===== config.mk =====
export PLATFORM = sky130hd
export DESIGN_NAME = modbus_rtu_master_framer
export DESIGN_NICKNAME = d
export VERILOG_FILES = /design/src/rtl/mbf_pkg.sv /design/src/rtl/mbf_front.sv /design/src/rtl/mbf_queue.sv /design/src/rtl/mbf_back.sv /design/src/rtl/modbus_rtu_master_framer.sv
export SDC_FILE = /design/constraint.sdc
export NUM_CORES = 1
export LEC_CHECK = 0
export BUFFER_PORTS_ARGS = -buffer_cell sky130_fd_sc_hd__clkbuf_2
export CORE_ASPECT_RATIO = 0.7
export CORE_MARGIN = 8
export CORE_UTILIZATION = 65
export DETAILED_ROUTE_END_ITERATION = 7
export GPL_TIMING_DRIVEN = 0
export PLACE_DENSITY = 0.86
export SYNTH_ARGS = -nofsm -noshare
export SYNTH_HDL_FRONTEND = slang
export SYNTH_SLANG_ARGS = --single-unit

===== constraint.sdc =====
create_clock -name clk -period 17.37 [get_ports clk]
set_clock_uncertainty 0.15 [all_clocks]
set_input_delay 1.737 -clock clk [delete_from_list [all_inputs] [get_ports clk]]
set_output_delay 1.737 -clock clk [all_outputs]
set_load 0.02 [all_outputs]

===== src/rtl/mbf_pkg.sv =====
// Shared types, constants and byte/CRC helpers for the Modbus RTU master framer.
package mbf_pkg;

    // Input item kinds (tuser on the slave side)
    localparam logic [1:0] KIND_WRITE = 2'd0;
    localparam logic [1:0] KIND_READ  = 2'd1;
    localparam logic [1:0] KIND_RX    = 2'd2;
    localparam logic [1:0] KIND_TICK  = 2'd3;

    // Result kinds (tuser on the master side)
    localparam logic [1:0] OUT_TX     = 2'd0;
    localparam logic [1:0] OUT_DONE   = 2'd1;
    localparam logic [1:0] OUT_REFUSE = 2'd2;

    // Modbus function codes
    localparam logic [7:0] FUNC_WRITE_MULTI = 8'h10;
    localparam logic [7:0] FUNC_READ_HOLD   = 8'h03;

    // CRC-16/MODBUS
    localparam logic [15:0] CRC_INIT = 16'hFFFF;
    localparam logic [15:0] CRC_POLY = 16'hA001;

    // Frame body lengths, CRC excluded
    localparam logic [3:0] BODY_LEN_WRITE = 4'd9;
    localparam logic [3:0] BODY_LEN_READ  = 4'd6;

    // Reply lengths in bytes
    localparam logic [3:0] REPLY_LEN_WRITE = 4'd8;
    localparam logic [3:0] REPLY_LEN_READ  = 4'd7;

    // Reply byte positions holding the register value
    localparam logic [3:0] REPLY_POS_HI = 4'd3;
    localparam logic [3:0] REPLY_POS_LO = 4'd4;

    localparam logic [15:0] IDLE_TICKS_RESET = 16'd11;
    localparam logic [15:0] QUIET_MAX        = 16'hFFFF;
    localparam int          QUEUE_DEPTH      = 2;

    // Command passed from the front end to the back end
    typedef enum logic [1:0] {
        CMD_FRAME,
        CMD_DONE,
        CMD_REFUSE
    } cmd_kind_t;

    typedef struct packed {
        cmd_kind_t   kind;
        logic        is_write;
        logic [7:0]  node;
        logic [15:0] addr;
        logic [15:0] value;     // write data for a frame, read value for a reply
    } cmd_t;

    // One result item
    typedef struct packed {
        logic [1:0]  out_kind;
        logic [7:0]  tx_byte;
        logic        last;
        logic [15:0] read_value;
        logic        reply_to_write;
    } res_t;

    // One byte of CRC-16, LSB first
    function automatic logic [15:0] crc16_byte(input logic [15:0] crc_in,
                                               input logic [7:0]  data);
        logic [15:0] c;
        c = crc_in ^ {8'h00, data};
        for (int b = 0; b < 8; b++) begin
            c = c[0] ? ((c >> 1) ^ CRC_POLY) : (c >> 1);
        end
        return c;
    endfunction

    // Frame body byte at a given position
    function automatic logic [7:0] frame_byte(input cmd_t cmd, input logic [3:0] idx);
        logic [7:0] b;
        unique case (idx)
            4'd0:    b = cmd.node;
            4'd1:    b = cmd.is_write ? FUNC_WRITE_MULTI : FUNC_READ_HOLD;
            4'd2:    b = cmd.addr[15:8];
            4'd3:    b = cmd.addr[7:0];
            4'd4:    b = 8'h00;
            4'd5:    b = 8'h01;
            4'd6:    b = 8'h02;
            4'd7:    b = cmd.value[15:8];
            4'd8:    b = cmd.value[7:0];
            default: b = 8'h00;
        endcase
        return b;
    endfunction

endpackage


===== src/rtl/mbf_front.sv =====
// Front end: takes items, tracks line quiet time and reply progress, issues commands.
module mbf_front
    import mbf_pkg::*;
(
    input  logic        clk,
    input  logic        rst_n,
    // input items
    input  logic        in_valid,
    output logic        in_ready,
    input  logic [1:0]  in_kind,
    input  logic [7:0]  in_node,
    input  logic [15:0] in_addr,
    input  logic [15:0] in_value,
    input  logic [7:0]  in_rx_data,
    // configuration
    input  logic        cfg_valid,
    input  logic [15:0] cfg_data,
    // command queue
    output logic        cmd_valid,
    input  logic        cmd_ready,
    output cmd_t        cmd
);

    typedef enum logic [1:0] {
        PH_IDLE,
        PH_WAIT,
        PH_REPLY
    } phase_t;

    phase_t      phase_reg, phase_next;
    logic        pend_write_reg, pend_write_next;
    logic [7:0]  pend_node_reg, pend_node_next;
    logic [15:0] pend_addr_reg, pend_addr_next;
    logic [15:0] pend_value_reg, pend_value_next;
    logic [15:0] quiet_reg, quiet_next;
    logic [3:0]  reply_cnt_reg, reply_cnt_next;
    logic [15:0] capt_reg, capt_next;
    logic [15:0] idle_ticks_reg, idle_ticks_next;

    logic        accept;
    logic [3:0]  reply_inc;
    logic [3:0]  reply_need;
    logic [15:0] quiet_inc;

    assign in_ready  = cmd_ready;
    assign accept    = in_valid && in_ready;
    assign reply_inc = reply_cnt_reg + 4'd1;
    assign reply_need = pend_write_reg ? REPLY_LEN_WRITE : REPLY_LEN_READ;
    assign quiet_inc = (quiet_reg != QUIET_MAX) ? quiet_reg + 16'd1 : quiet_reg;

    // next state and command issue
    always_comb
    begin
        phase_next      = phase_reg;
        pend_write_next = pend_write_reg;
        pend_node_next  = pend_node_reg;
        pend_addr_next  = pend_addr_reg;
        pend_value_next = pend_value_reg;
        quiet_next      = quiet_reg;
        reply_cnt_next  = reply_cnt_reg;
        capt_next       = capt_reg;
        idle_ticks_next = cfg_valid ? cfg_data : idle_ticks_reg;
        cmd_valid       = 1'b0;
        cmd.kind        = CMD_REFUSE;
        cmd.is_write    = pend_write_reg;
        cmd.node        = pend_node_reg;
        cmd.addr        = pend_addr_reg;
        cmd.value       = pend_value_reg;

        if (accept)
        begin
            unique case (in_kind)
                KIND_WRITE, KIND_READ:
                begin
                    if (phase_reg != PH_IDLE)
                    begin
                        cmd_valid = 1'b1;
                        cmd.kind  = CMD_REFUSE;
                    end
                    else
                    begin
                        pend_write_next = (in_kind == KIND_WRITE);
                        pend_node_next  = in_node;
                        pend_addr_next  = in_addr;
                        pend_value_next = in_value;
                        if (quiet_reg >= idle_ticks_reg)
                        begin
                            // line already quiet: send at once
                            cmd_valid      = 1'b1;
                            cmd.kind       = CMD_FRAME;
                            cmd.is_write   = (in_kind == KIND_WRITE);
                            cmd.node       = in_node;
                            cmd.addr       = in_addr;
                            cmd.value      = in_value;
                            phase_next     = PH_REPLY;
                            reply_cnt_next = 4'd0;
                            capt_next      = 16'd0;
                        end
                        else
                        begin
                            phase_next = PH_WAIT;
                        end
                    end
                end
                KIND_RX:
                begin
                    if (phase_reg == PH_REPLY)
                    begin
                        if (reply_cnt_reg == REPLY_POS_HI)
                            capt_next = {in_rx_data, capt_reg[7:0]};
                        else if (reply_cnt_reg == REPLY_POS_LO)
                            capt_next = {capt_reg[15:8], in_rx_data};
                        if (reply_inc >= reply_need)
                        begin
                            cmd_valid      = 1'b1;
                            cmd.kind       = CMD_DONE;
                            cmd.value      = capt_next;
                            quiet_next     = 16'd0;
                            reply_cnt_next = 4'd0;
                            phase_next     = PH_IDLE;
                        end
                        else
                        begin
                            reply_cnt_next = reply_inc;
                        end
                    end
                end
                KIND_TICK:
                begin
                    quiet_next = quiet_inc;
                    if (phase_reg == PH_WAIT && quiet_inc >= idle_ticks_reg)
                    begin
                        cmd_valid      = 1'b1;
                        cmd.kind       = CMD_FRAME;
                        phase_next     = PH_REPLY;
                        reply_cnt_next = 4'd0;
                        capt_next      = 16'd0;
                    end
                end
                default: ;
            endcase
        end
    end

    // state registers
    always_ff @(posedge clk or negedge rst_n)
    begin
        if (!rst_n)
        begin
            phase_reg      <= PH_IDLE;
            pend_write_reg <= 1'b0;
            pend_node_reg  <= 8'd0;
            pend_addr_reg  <= 16'd0;
            pend_value_reg <= 16'd0;
            quiet_reg      <= 16'd0;
            reply_cnt_reg  <= 4'd0;
            capt_reg       <= 16'd0;
            idle_ticks_reg <= IDLE_TICKS_RESET;
        end
        else
        begin
            phase_reg      <= phase_next;
            pend_write_reg <= pend_write_next;
            pend_node_reg  <= pend_node_next;
            pend_addr_reg  <= pend_addr_next;
            pend_value_reg <= pend_value_next;
            quiet_reg      <= quiet_next;
            reply_cnt_reg  <= reply_cnt_next;
            capt_reg       <= capt_next;
            idle_ticks_reg <= idle_ticks_next;
        end
    end

`ifndef SYNTH
    // reply counter never reaches the reply length while a reply is open
    a_reply_cnt_bound: assert property (@(posedge clk) disable iff (!rst_n)
        phase_reg == PH_REPLY |-> reply_cnt_reg < reply_need)
        else $error("reply count overran reply length");

    // a completed reply always restarts the quiet count and returns to idle
    a_done_restarts_quiet: assert property (@(posedge clk) disable iff (!rst_n)
        cmd_valid && cmd_ready && cmd.kind == CMD_DONE |=>
            quiet_reg == 16'd0 && phase_reg == PH_IDLE)
        else $error("reply completion did not restart quiet count");
`endif

endmodule


===== src/rtl/mbf_queue.sv =====
// Short command queue between front and back ends.
module mbf_queue
    import mbf_pkg::*;
#(
    parameter int DEPTH = QUEUE_DEPTH
)
(
    input  logic clk,
    input  logic rst_n,
    input  logic in_valid,
    output logic in_ready,
    input  cmd_t in_cmd,
    output logic out_valid,
    input  logic out_ready,
    output cmd_t out_cmd
);

    localparam int PTR_W = (DEPTH > 1) ? $clog2(DEPTH) : 1;
    localparam int CNT_W = $clog2(DEPTH + 1);

    cmd_t             slot_reg [DEPTH];
    logic [PTR_W-1:0] wr_ptr_reg, wr_ptr_next;
    logic [PTR_W-1:0] rd_ptr_reg, rd_ptr_next;
    logic [CNT_W-1:0] count_reg, count_next;
    logic             push, pop;

    assign in_ready  = (count_reg != CNT_W'(DEPTH));
    assign out_valid = (count_reg != '0);
    assign out_cmd   = slot_reg[rd_ptr_reg];
    assign push      = in_valid && in_ready;
    assign pop       = out_valid && out_ready;

    // pointer and fill count update
    always_comb
    begin
        wr_ptr_next = wr_ptr_reg;
        rd_ptr_next = rd_ptr_reg;
        count_next  = count_reg;
        if (push)
            wr_ptr_next = (wr_ptr_reg == PTR_W'(DEPTH - 1)) ? '0 : wr_ptr_reg + PTR_W'(1);
        if (pop)
            rd_ptr_next = (rd_ptr_reg == PTR_W'(DEPTH - 1)) ? '0 : rd_ptr_reg + PTR_W'(1);
        if (push && !pop)
            count_next = count_reg + CNT_W'(1);
        else if (pop && !push)
            count_next = count_reg - CNT_W'(1);
    end

    always_ff @(posedge clk or negedge rst_n)
    begin
        if (!rst_n)
        begin
            wr_ptr_reg <= '0;
            rd_ptr_reg <= '0;
            count_reg  <= '0;
        end
        else
        begin
            wr_ptr_reg <= wr_ptr_next;
            rd_ptr_reg <= rd_ptr_next;
            count_reg  <= count_next;
        end
    end

    // storage
    always_ff @(posedge clk)
    begin
        if (push)
            slot_reg[wr_ptr_reg] <= in_cmd;
    end

endmodule


===== src/rtl/mbf_back.sv =====
// Back end: expands commands into frame bytes with CRC, replies and refusals.
module mbf_back
    import mbf_pkg::*;
(
    input  logic clk,
    input  logic rst_n,
    // command queue
    input  logic cmd_valid,
    output logic cmd_ready,
    input  cmd_t cmd,
    // result stream
    output logic res_valid,
    input  logic res_ready,
    output res_t res
);

    typedef enum logic {
        BK_IDLE,
        BK_FRAME
    } bk_state_t;

    bk_state_t   state_reg, state_next;
    cmd_t        cur_reg, cur_next;
    logic [3:0]  idx_reg, idx_next;
    logic [15:0] crc_reg, crc_next;
    logic        out_valid_reg, out_valid_next;
    res_t        out_reg, out_next;

    logic        advance;
    logic        load_out;
    logic [3:0]  body_len;
    logic [7:0]  body_byte;

    assign advance   = !out_valid_reg || res_ready;
    assign cmd_ready = (state_reg == BK_IDLE) && advance;
    assign body_len  = cur_reg.is_write ? BODY_LEN_WRITE : BODY_LEN_READ;
    assign body_byte = frame_byte(cur_reg, idx_reg);
    assign res_valid = out_valid_reg;
    assign res       = out_reg;

    // command sequencing and byte generation
    always_comb
    begin
        state_next = state_reg;
        cur_next   = cur_reg;
        idx_next   = idx_reg;
        crc_next   = crc_reg;
        out_next   = out_reg;
        load_out   = 1'b0;

        unique case (state_reg)
            BK_IDLE:
            begin
                if (cmd_valid && advance)
                begin
                    unique case (cmd.kind)
                        CMD_FRAME:
                        begin
                            cur_next   = cmd;
                            idx_next   = 4'd0;
                            crc_next   = CRC_INIT;
                            state_next = BK_FRAME;
                        end
                        CMD_DONE:
                        begin
                            load_out                = 1'b1;
                            out_next.out_kind       = OUT_DONE;
                            out_next.tx_byte        = 8'd0;
                            out_next.last           = 1'b0;
                            out_next.read_value     = cmd.value;
                            out_next.reply_to_write = cmd.is_write;
                        end
                        CMD_REFUSE:
                        begin
                            load_out                = 1'b1;
                            out_next.out_kind       = OUT_REFUSE;
                            out_next.tx_byte        = 8'd0;
                            out_next.last           = 1'b0;
                            out_next.read_value     = 16'd0;
                            out_next.reply_to_write = 1'b0;
                        end
                        default: ;
                    endcase
                end
            end
            BK_FRAME:
            begin
                if (advance)
                begin
                    load_out                = 1'b1;
                    out_next.out_kind       = OUT_TX;
                    out_next.last           = 1'b0;
                    out_next.read_value     = 16'd0;
                    out_next.reply_to_write = 1'b0;
                    idx_next                = idx_reg + 4'd1;
                    if (idx_reg < body_len)
                    begin
                        out_next.tx_byte = body_byte;
                        crc_next         = crc16_byte(crc_reg, body_byte);
                    end
                    else if (idx_reg == body_len)
                    begin
                        out_next.tx_byte = crc_reg[7:0];
                    end
                    else
                    begin
                        // CRC high byte closes the frame
                        out_next.tx_byte = crc_reg[15:8];
                        out_next.last    = 1'b1;
                        state_next       = BK_IDLE;
                    end
                end
            end
            default: ;
        endcase

        if (load_out)
            out_valid_next = 1'b1;
        else if (res_ready)
            out_valid_next = 1'b0;
        else
            out_valid_next = out_valid_reg;
    end

    always_ff @(posedge clk or negedge rst_n)
    begin
        if (!rst_n)
        begin
            state_reg     <= BK_IDLE;
            cur_reg       <= '0;
            idx_reg       <= 4'd0;
            crc_reg       <= CRC_INIT;
            out_valid_reg <= 1'b0;
            out_reg       <= '0;
        end
        else
        begin
            state_reg     <= state_next;
            cur_reg       <= cur_next;
            idx_reg       <= idx_next;
            crc_reg       <= crc_next;
            out_valid_reg <= out_valid_next;
            out_reg       <= out_next;
        end
    end

`ifndef SYNTH
    // only transmit bytes may carry the frame end mark
    a_last_only_on_tx: assert property (@(posedge clk) disable iff (!rst_n)
        res_valid && res.last |-> res.out_kind == OUT_TX)
        else $error("frame end mark on a non-transmit result");

    // byte index stays within body plus two CRC bytes
    a_idx_bound: assert property (@(posedge clk) disable iff (!rst_n)
        state_reg == BK_FRAME |-> idx_reg <= body_len + 4'd1)
        else $error("frame byte index out of range");

    // emitting the closing byte returns the sequencer to idle
    a_last_ends_frame: assert property (@(posedge clk) disable iff (!rst_n)
        load_out && out_next.last |=> state_reg == BK_IDLE && res.last)
        else $error("frame end did not release the sequencer");
`endif

endmodule


===== src/rtl/modbus_rtu_master_framer.sv =====
// Top level of the Modbus RTU master framer: stream ports, front end, queue, back end.
// Items (write request, read request, received byte, tick) are taken one per clock
// while the command queue has room; each item is handled in the cycle it is accepted.
// A request is held until idle_ticks ticks of quiet, then the back end sends the frame
// one byte per cycle while the receiver takes them, with its CRC-16 (low byte first),
// tlast on the final byte: a write frame has 11 bytes and a read frame 8. Reply
// completion and refusal each give a single result item. After 8 (write) or 7 (read)
// reply bytes the value from reply bytes 3 and 4 is reported; a request made while busy
// is refused. The reply CRC is not checked.
module modbus_rtu_master_framer
    import mbf_pkg::*;
#(
    parameter int QUEUE_DEPTH_P = QUEUE_DEPTH
)
(
    input  logic        clk,
    input  logic        rst_n,
    // input items
    input  logic        s_tvalid,
    output logic        s_tready,
    input  logic [47:0] s_tdata,   // node[7:0], reg_addr[23:8], value[39:24], rx_data[47:40]
    input  logic [1:0]  s_tuser,   // kind[1:0]
    // result items
    output logic        m_tvalid,
    input  logic        m_tready,
    output logic [31:0] m_tdata,   // tx_byte[7:0], read_value[23:8], reply_to_write[24], zero
    output logic [1:0]  m_tuser,   // out_kind[1:0]
    output logic        m_tlast,
    // idle_ticks register
    input  logic        cfg_valid,
    output logic        cfg_ready,
    input  logic [15:0] cfg_data
);

    logic fq_valid, fq_ready;
    cmd_t fq_cmd;
    logic qb_valid, qb_ready;
    cmd_t qb_cmd;
    res_t res;

    assign cfg_ready = 1'b1;

    mbf_front u_front (
        .clk        (clk),
        .rst_n      (rst_n),
        .in_valid   (s_tvalid),
        .in_ready   (s_tready),
        .in_kind    (s_tuser),
        .in_node    (s_tdata[7:0]),
        .in_addr    (s_tdata[23:8]),
        .in_value   (s_tdata[39:24]),
        .in_rx_data (s_tdata[47:40]),
        .cfg_valid  (cfg_valid && cfg_ready),
        .cfg_data   (cfg_data),
        .cmd_valid  (fq_valid),
        .cmd_ready  (fq_ready),
        .cmd        (fq_cmd)
    );

    mbf_queue #(
        .DEPTH (QUEUE_DEPTH_P)
    ) u_queue (
        .clk       (clk),
        .rst_n     (rst_n),
        .in_valid  (fq_valid),
        .in_ready  (fq_ready),
        .in_cmd    (fq_cmd),
        .out_valid (qb_valid),
        .out_ready (qb_ready),
        .out_cmd   (qb_cmd)
    );

    mbf_back u_back (
        .clk       (clk),
        .rst_n     (rst_n),
        .cmd_valid (qb_valid),
        .cmd_ready (qb_ready),
        .cmd       (qb_cmd),
        .res_valid (m_tvalid),
        .res_ready (m_tready),
        .res       (res)
    );

    // result packing
    assign m_tdata = {7'd0, res.reply_to_write, res.read_value, res.tx_byte};
    assign m_tuser = res.out_kind;
    assign m_tlast = res.last;

endmodule


==> results by group, run 1 <==
Timing
  – Setup tns final: 0 ps
  – Relative slew slack: approximately a third
  – Worst-margin pin slew: between 1000 and 1500 ps
  – Highest clock rate: around 160 MHz
  – Crit path time final: ~6300 ps
  – Final setup fails: 0
  – Max Slew Vio Count: 0
  – Final Hold Violating Endpoints: 0
  – RSZ-0062 raised after global routing: no
  – Period utilisation layout: 36.3%

Die
  – Area of the die: ~0.025 mm^2
  – I/O pin count: 109
  – Starting density of the core: 66.3%
  – Die Width: 186 um
  – Core area: ~0.020 mm^2
  – Die Ht: approximately 140 um
  – Row count: 43

Placement
  – GPL Wtd Cong: about 0.9
  – DP HPWL: 22.9 mm
  – IO Port Bufs: 100
  – DP Area: ~0.014 mm^2

Worst setup path
  – Crit Path Class: flip-flop to flip-flop
  – R2R cell count: 21
  – WP data required: 17470 ps
  – Worst path bufs/invs: 3
  – CP max-delay cell: a311oi_1
  – CP delay by family, top: simple AND/OR/NAND/NOR gates
  – Setup crit start: u_front.quiet_reg[3]
  – CP Data Arrival Time: 6390 ps
  – Worst R2R End: u_queue.slot_reg[0][34]
  – Worst R2R Setup Slack: approximately 11000 ps
  – Setup crit end kind: flip-flop
  – Worst-path fanout max: 28
  – Worst path max stage delay: 780 ps
  – Nature of the critical path startpoint: flip-flop
  – Worst r2r src: u_front.quiet_reg[3]
  – CP dominant cell by count: and3_1
  – Crit path cell chain: buf_2 -> and4_1 -> and4_1 -> and3_1 -> nand3_1 -> or3_1 -> clkbuf_1 -> and3_1 -> and3_1 -> xor2_1 -> ha_1 -> a21o_1 -> a21o_1 -> a21oi_1 -> nand2_1 -> a211o_1 -> o211ai_1 -> a311oi_1 -> o211ai_1 -> nor2_4 -> buf_12

Final layout
  – Layout cells sized above 1: between 20% and 30%
  – Ant. Diodes: 0
  – NumNets Final: between 1k and 1.5k
  – Max reg flops: 86
  – P&R area growth vs syn: 14.5%
  – Final Instance Area: 0.0151 mm^2

Clock network
  – Skew-Pair Late Insertion Delay: between 500 and 600 ps
  – Maximum clock insertion buffer count: 3
  – CTS Hold Bufs: 0
  – Post_cts resized: 0
  – CTS tree: yes
  – Setup bufs post-CTS: 0
  – H-tree depth: 1
  – Num CTS Buffers: 26
  – CTS sink cnt: roughly 280
  – Worst-path clk slew: roughly 60 ps
  – Root Buffer: clkbuf_16

Global routing
  – Grt ovf: 0
  – Number of global-route vias before repair: 9949
  – First-pass GRT wire length: around 53 mm
  – Antenna violations before repair: 0
  – Largest net degree at the start of global routing: roughly 110
  – GRT Util Overall: 26.8%

Hold path
  – Worst Hold End: u_back.res[12]
  – Hold Path Depth: 2
  – Hold_sp: u_back.res[12]
  – Worst hold path class: flip-flop to flip-flop

Route
  – Final antenna-violating net count: 0
  – Avg WL per Cell: 21.2 um
  – Routed Wire Length: 33.2 mm
  – TritonRoute pass-1 iters: 6
  – Via count: between 9k and 10k
  – Routed vias/inst: ~6.2
  – Iter 0 DRT Violations: about 1.1k
  – Residual DRC: 0

Power and ir drop
  – Peak VDD IR: roughly 0.12 mV
  – Power Dens Cells: 190 mW/mm^2
  – Leak pwr: 0.00661 uW

Logic synthesis
  – Distinct cells, synth: between 50 and 60
  – #FFs+latches synth: ~280
  – Synth top area share: 32.5%
  – Cells after Synth: around 1.1k
  – Most instantiated library cell after synthesis: dfrtp_1
  – Fraction of registers with async set/reset: ~70%
  – Number of flops mapped to enable cells by yosys: 86
  – Synth Flop Type: dfrtp_1
  – Mapped Avg Cell Area: 11.6 um^2
  – Synth cell count leaders: dfrtp_1, a21oi_1, nor2_1
  – Sequential-to-total area share from yosys stat: 55.9%
  – Syn Std Cell Area: 0.0132 mm^2
  – Yosys warns: 0
  – Leading post-synthesis cells by cell area: dfrtp_1, edfxtp_1, mux2_2
  – Post-synth top area cell: dfrtp_1

Job
  – Max_cap viols: 0

Outcome
  – Status: finished, final reports clean
[per-stage QoR]
stage,setup slack (ps),power [uW],util (%),instances,hold slack (ps)
3_5_place_dp,11210,2190,71.1,1517,328
2_1_floorplan,11110,1870,-,1144,318
3_3_place_gp,9270,2120,70.6,1514,313
4_1_cts,11160,2840,75.9,1565,357
5_1_grt,10700,3000,75.9,1565,372
6_report,11070,2860,75.9,1565,355
[worst reg2reg max path, stage by stage, from the launching register on]
cell	delay (ps)
dfrtp_1	340
buf_2	190
and4_1	270
and4_1	290
and3_1	210
nand3_1	120
or3_1	320
clkbuf_1	260
and3_1	340
and3_1	220
xor2_1	210
ha_1	190
a21o_1	110
a21o_1	100
a21oi_1	80
nand2_1	90
a211o_1	110
o211ai_1	130
a311oi_1	780
o211ai_1	550
nor2_4	640
buf_12	290
[report_power, final]
part	internal (uW)	total, uW	switching (uW)	leakage (uW)
Combinational	510	1170	657	0.00304
Sequential	921	1060	142	0.00309
Clock	372	626	254	0.000478
[how the worst max path moves through the flow]
stage / to / slack, ps / cells after the start
floorplan: u_queue.slot_reg[0][0] / 11110 / 18
global placement: u_queue.slot_reg[0][19] / 9270 / 20
CTS: u_queue.slot_reg[0][11] / 11160 / 21
global route: u_queue.slot_reg[1][33] / 10700 / 21
finish: u_queue.slot_reg[0][34] / 11070 / 21
detailed placement: u_queue.slot_reg[0][19] / 11210 / 19
[final cells by class]
type	instances	area, um^2
inverter	43	161
fill	1249	4780
buffer	63	278
clock buffer	38	818
multi-input combinational	762	5400
clock inverter	10	140
sequential	276	7360
timing repair buffer	103	577
tap	270	338
[layer usage]
| layer | global-route usage, % | part of all wire (%) |
|---|---|---|
| met5 | 0 | 0 |
| met4 | 7.87 | 2.9 |
| met3 | 6.07 | 10 |
| met2 | 40.6 | 45 |
| met1 | 38.3 | 42 |
[cells by family after synthesis]
group	Yosys count	share of synthesized area (%)
AOI/OAI and AO/OA	272	13.2
xor gates and xnor gates	40	2.78
adders and majority gates	51	4.85
buffers and inverters	106	3.34
DFF	276	55.9
muxes	137	11.2
other	2	0.0571
and+or+nand+nor	254	8.65
[layout by cell type (no fill, tap or decap), drive strengths merged, types with 8 or more instances in the layout]
cell type and count:
a21oi 103, conb 8, inv 43, nor2 92, nand2 86, a22o 21
o22a 8, mux2 81, o2bb2ai 24, and2 9, xor2 15, and3 12
buf 26, ha 51, xnor2 24, edfxtp 86, nand2b 11, clkbuf 178
a21o 17, o21ai 56, mux2i 56, dfstp 19, nand3 13, dfrtp 171
a22oi 8
(Power assumes the default switching activity.)
==> run 2: changes to the inputs <==
--- a/config.mk
+++ b/config.mk
@@ -8,10 +8,10 @@
 export BUFFER_PORTS_ARGS = -buffer_cell sky130_fd_sc_hd__clkbuf_2
 export CORE_ASPECT_RATIO = 0.7
 export CORE_MARGIN = 8
-export CORE_UTILIZATION = 65
+export CORE_UTILIZATION = 54
 export DETAILED_ROUTE_END_ITERATION = 7
 export GPL_TIMING_DRIVEN = 0
-export PLACE_DENSITY = 0.86
+export PLACE_DENSITY = 0.76
 export SYNTH_ARGS = -nofsm -noshare
 export SYNTH_HDL_FRONTEND = slang
 export SYNTH_SLANG_ARGS = --single-unit
==> constraint.sdc (replaced) <==
create_clock -name clk -period 5.27 [get_ports clk]
set_clock_uncertainty 0.15 [all_clocks]
set_input_delay 0.527 -clock clk [delete_from_list [all_inputs] [get_ports clk]]
set_output_delay 0.527 -clock clk [all_outputs]
set_load 0.02 [all_outputs]
==> run 2 against run 1 <==
Routed wire length fell by 4.9%. Largest cell class unchanged. Largest power group unchanged. Sequential cell count unchanged. Sequential share of layout area down 0.49 points. Fmax up 24%. Register-to-register slack worse by 11000 ps. Non-clock buffer count is 8 higher.
==> results by group, run 2 (same netlist as run 1, synthesis figures left out) <==
Outcome
  – Status: finished, final reports clean

Timing
  – Crit path time final: 5070 ps (-1230 ps)
  – Worst-margin pin slew: 1010 ps (+4.63 ps)
  – Relative slew slack: 32.5% (-0.060 points)
  – Hold Slack: 41.3 ps (-314 ps)
  – Final Hold Violating Endpoints: 0 (unchanged)
  – Max Slew Vio Count: 0 (unchanged)
  – Final setup fails: 0 (unchanged)
  – Period utilisation layout: 96.1% (+60 points)
  – Highest clock rate: 197 MHz (+24%)

Route
  – Iter 0 DRT Violations: 831 (-26%)
  – Final antenna-violating net count: 0 (unchanged)
  – Residual DRC: 0 (unchanged)
  – TritonRoute pass-1 iters: 5 (-1)
  – Routed Wire Length: 31.6 mm (-4.9%)
  – Via count: 9465 (-2.8%)
  – Routed vias/inst: 5.83 (-6.2%)
  – Avg WL per Cell: 19.5 um (-8.3%)

Die
  – Row count: 47 (+9.3%)
  – Area of the die: 0.0297 mm^2 (+18%)
  – I/O pin count: 109 (unchanged)
  – Die Ht: 147 um (+8.6%)
  – Die Width: 203 um (+8.9%)
  – Core area: 0.0238 mm^2 (+20%)
  – Starting density of the core: 55.4% (-11 points)

Worst setup path
  – Worst-path fanout max: 6 (-79%)
  – WP data required: 5580 ps (-11890 ps)
  – Crit Path Class: flip-flop to flip-flop
  – Nature of the critical path startpoint: flip-flop
  – CP max-delay cell: dfrtp_1
  – Crit path cell chain: and4_4 -> and4_2 -> and3_1 -> nand3_1 -> or3_4 -> and3_2 -> and3_1 -> xor2_1 -> ha_1 -> a21o_1 -> a21o_1 -> a21oi_2 -> nand2_1 -> a211o_1 -> o211ai_1 -> a311oi_4 -> o211ai_1 -> buf_4 -> inv_1 -> ha_1 -> nor2_1 -> xor2_1
  – Worst path max stage delay: 480 ps (-300 ps)
  – Setup crit end kind: flip-flop
  – CP Data Arrival Time: 5380 ps (-1010 ps)

Clock network
  – CTS tree: yes
  – Skew-Pair Late Insertion Delay: 550 ps (about the same)
  – Maximum clock insertion buffer count: 3 (unchanged)
  – CTS sink cnt: 276 (unchanged)
  – Num CTS Buffers: 27 (+3.8%)
  – Root Buffer: clkbuf_16
  – Worst-path clk slew: 60 ps (about the same)
  – H-tree depth: 1 (unchanged)

Final layout
  – Layout cells sized above 1: 21.4% (+0.61 points)
  – Most frequent cells in the layout: dfrtp_1, a21oi_1, clkbuf_2
  – NumNets Final: 1406 (+0.64%)
  – Commonest non-fill, non-tap cell in the layout: dfrtp_1
  – FILL cells: 1868 (+50%)
  – Ant. Diodes: 0 (unchanged)
  – Final instance count without filler cells: 1623 (+3.7%)
  – Max reg flops: 86 (unchanged)
  – P&R area growth vs syn: 15.7%
  – Final Util: 64.1% (-12 points)

Placement
  – DP Cell Count: 1565 (+3.2%)
  – IO Port Bufs: 100 (unchanged)
  – GPL Wtd Cong: 0.914 (+0.40%)
  – DP HPWL: 22.4 mm (-2.5%)

Global routing
  – GRT Util Overall: 20.9% (-5.9 points)
  – Number of global-route vias before repair: 9491 (-4.6%)
  – Antenna violations before repair: 0 (unchanged)
  – Largest net degree at the start of global routing: 113 (-0.88%)
  – First-pass GRT wire length: 50.7 mm (-5.2%)
  – Grt ovf: 0 (unchanged)

Job
  – Max_cap viols: 0 (unchanged)

Power and ir drop
  – Peak VDD IR: 0.791 mV (+560%)
  – Leak pwr: 0.00664 uW (+0.38%)
  – Power Dens Cells: 609 mW/mm^2 (+220%)

Hold path
  – Worst hold path class: input port to flip-flop
run 2: final cells by class:
type	instances	area, um^2	area share [%]
plain buffers	62	277	1.82
clock buffers	34	753	4.95
clock inverters	16	173	1.13
inverters	43	161	1.06
multi-input cells	762	5430	35.7
flip-flops and latches	276	7360	48.4
well taps	318	398	2.61
repair buffers	112	672	4.41
run 2: routing by layer:
metal	vias to the layer above	GRT usage, %	share of wire (%)
met5	-	0	0
met2	353	30.4	43
met3	51	4.29	8.1
met4	0	5.75	2.3
met1	4706	31.1	47
li1	4355	-	-
run 2: worst max-delay path: cells and delay by family (launching register included):
kind                     cells  cell delay (ps)
AND/OR/NAND/NOR              9             2020
AO/OA/AOI/OAI                7             1300
flip-flops                   1              480
XOR/XNOR                     2              330
adder cells (fa/ha/maj)      2              480
buffers and inverters        2              200
run 2: repair_timing:
action / CTS / global route
hold buffers: 1 / 0
gates resized for setup: 3 / 6
buffers inserted: 3 / 5
endpoints found under the setup margin: 110 / 88
pin swaps: 3 / 2
endpoints found under the hold margin: 61 / 0
run 2: stage by stage:
| stage | power [uW] | TNS, ps | worst slack (ps) | area [um^2] |
|---|---|---|---|---|
| after global routing | 9790 | -8.70 | -8.70 | 15200 |
| after global placement | 7060 | -174190 | -1800 | 14100 |
| after floorplan | 6160 | -26950 | -313 | 13200 |
| after CTS | 9260 | 0 | 46.7 | 15200 |
| final | 9270 | 0 | 204 | 15200 |
| after detailed placement | 7190 | -69440 | -890 | 14200 |
run 2: where the power goes:
group	total (uW)	switching, uW	internal [uW]
Combinational	3790	2090	1700
Sequential	3480	449	3030
Clock	2000	832	1160
Total	9270	3370	5900
run 2: final timing paths:
check,startpoint,end,slack (ps),depth (start not counted)
worst max-delay path,u_front.quiet_reg[4],u_queue.count_reg[1],200,22
worst min register to register,u_back.res[0],u_back.res[0],340,2
worst max register to register,u_front.quiet_reg[4],u_queue.count_reg[1],200,22
max in group asynchronous,rst_n,u_back.res[26],3580,3
worst min-delay path,cfg_data[15],u_front.idle_ticks_reg[15],40,3
min in group asynchronous,rst_n,u_front.idle_ticks_reg[6],430,2
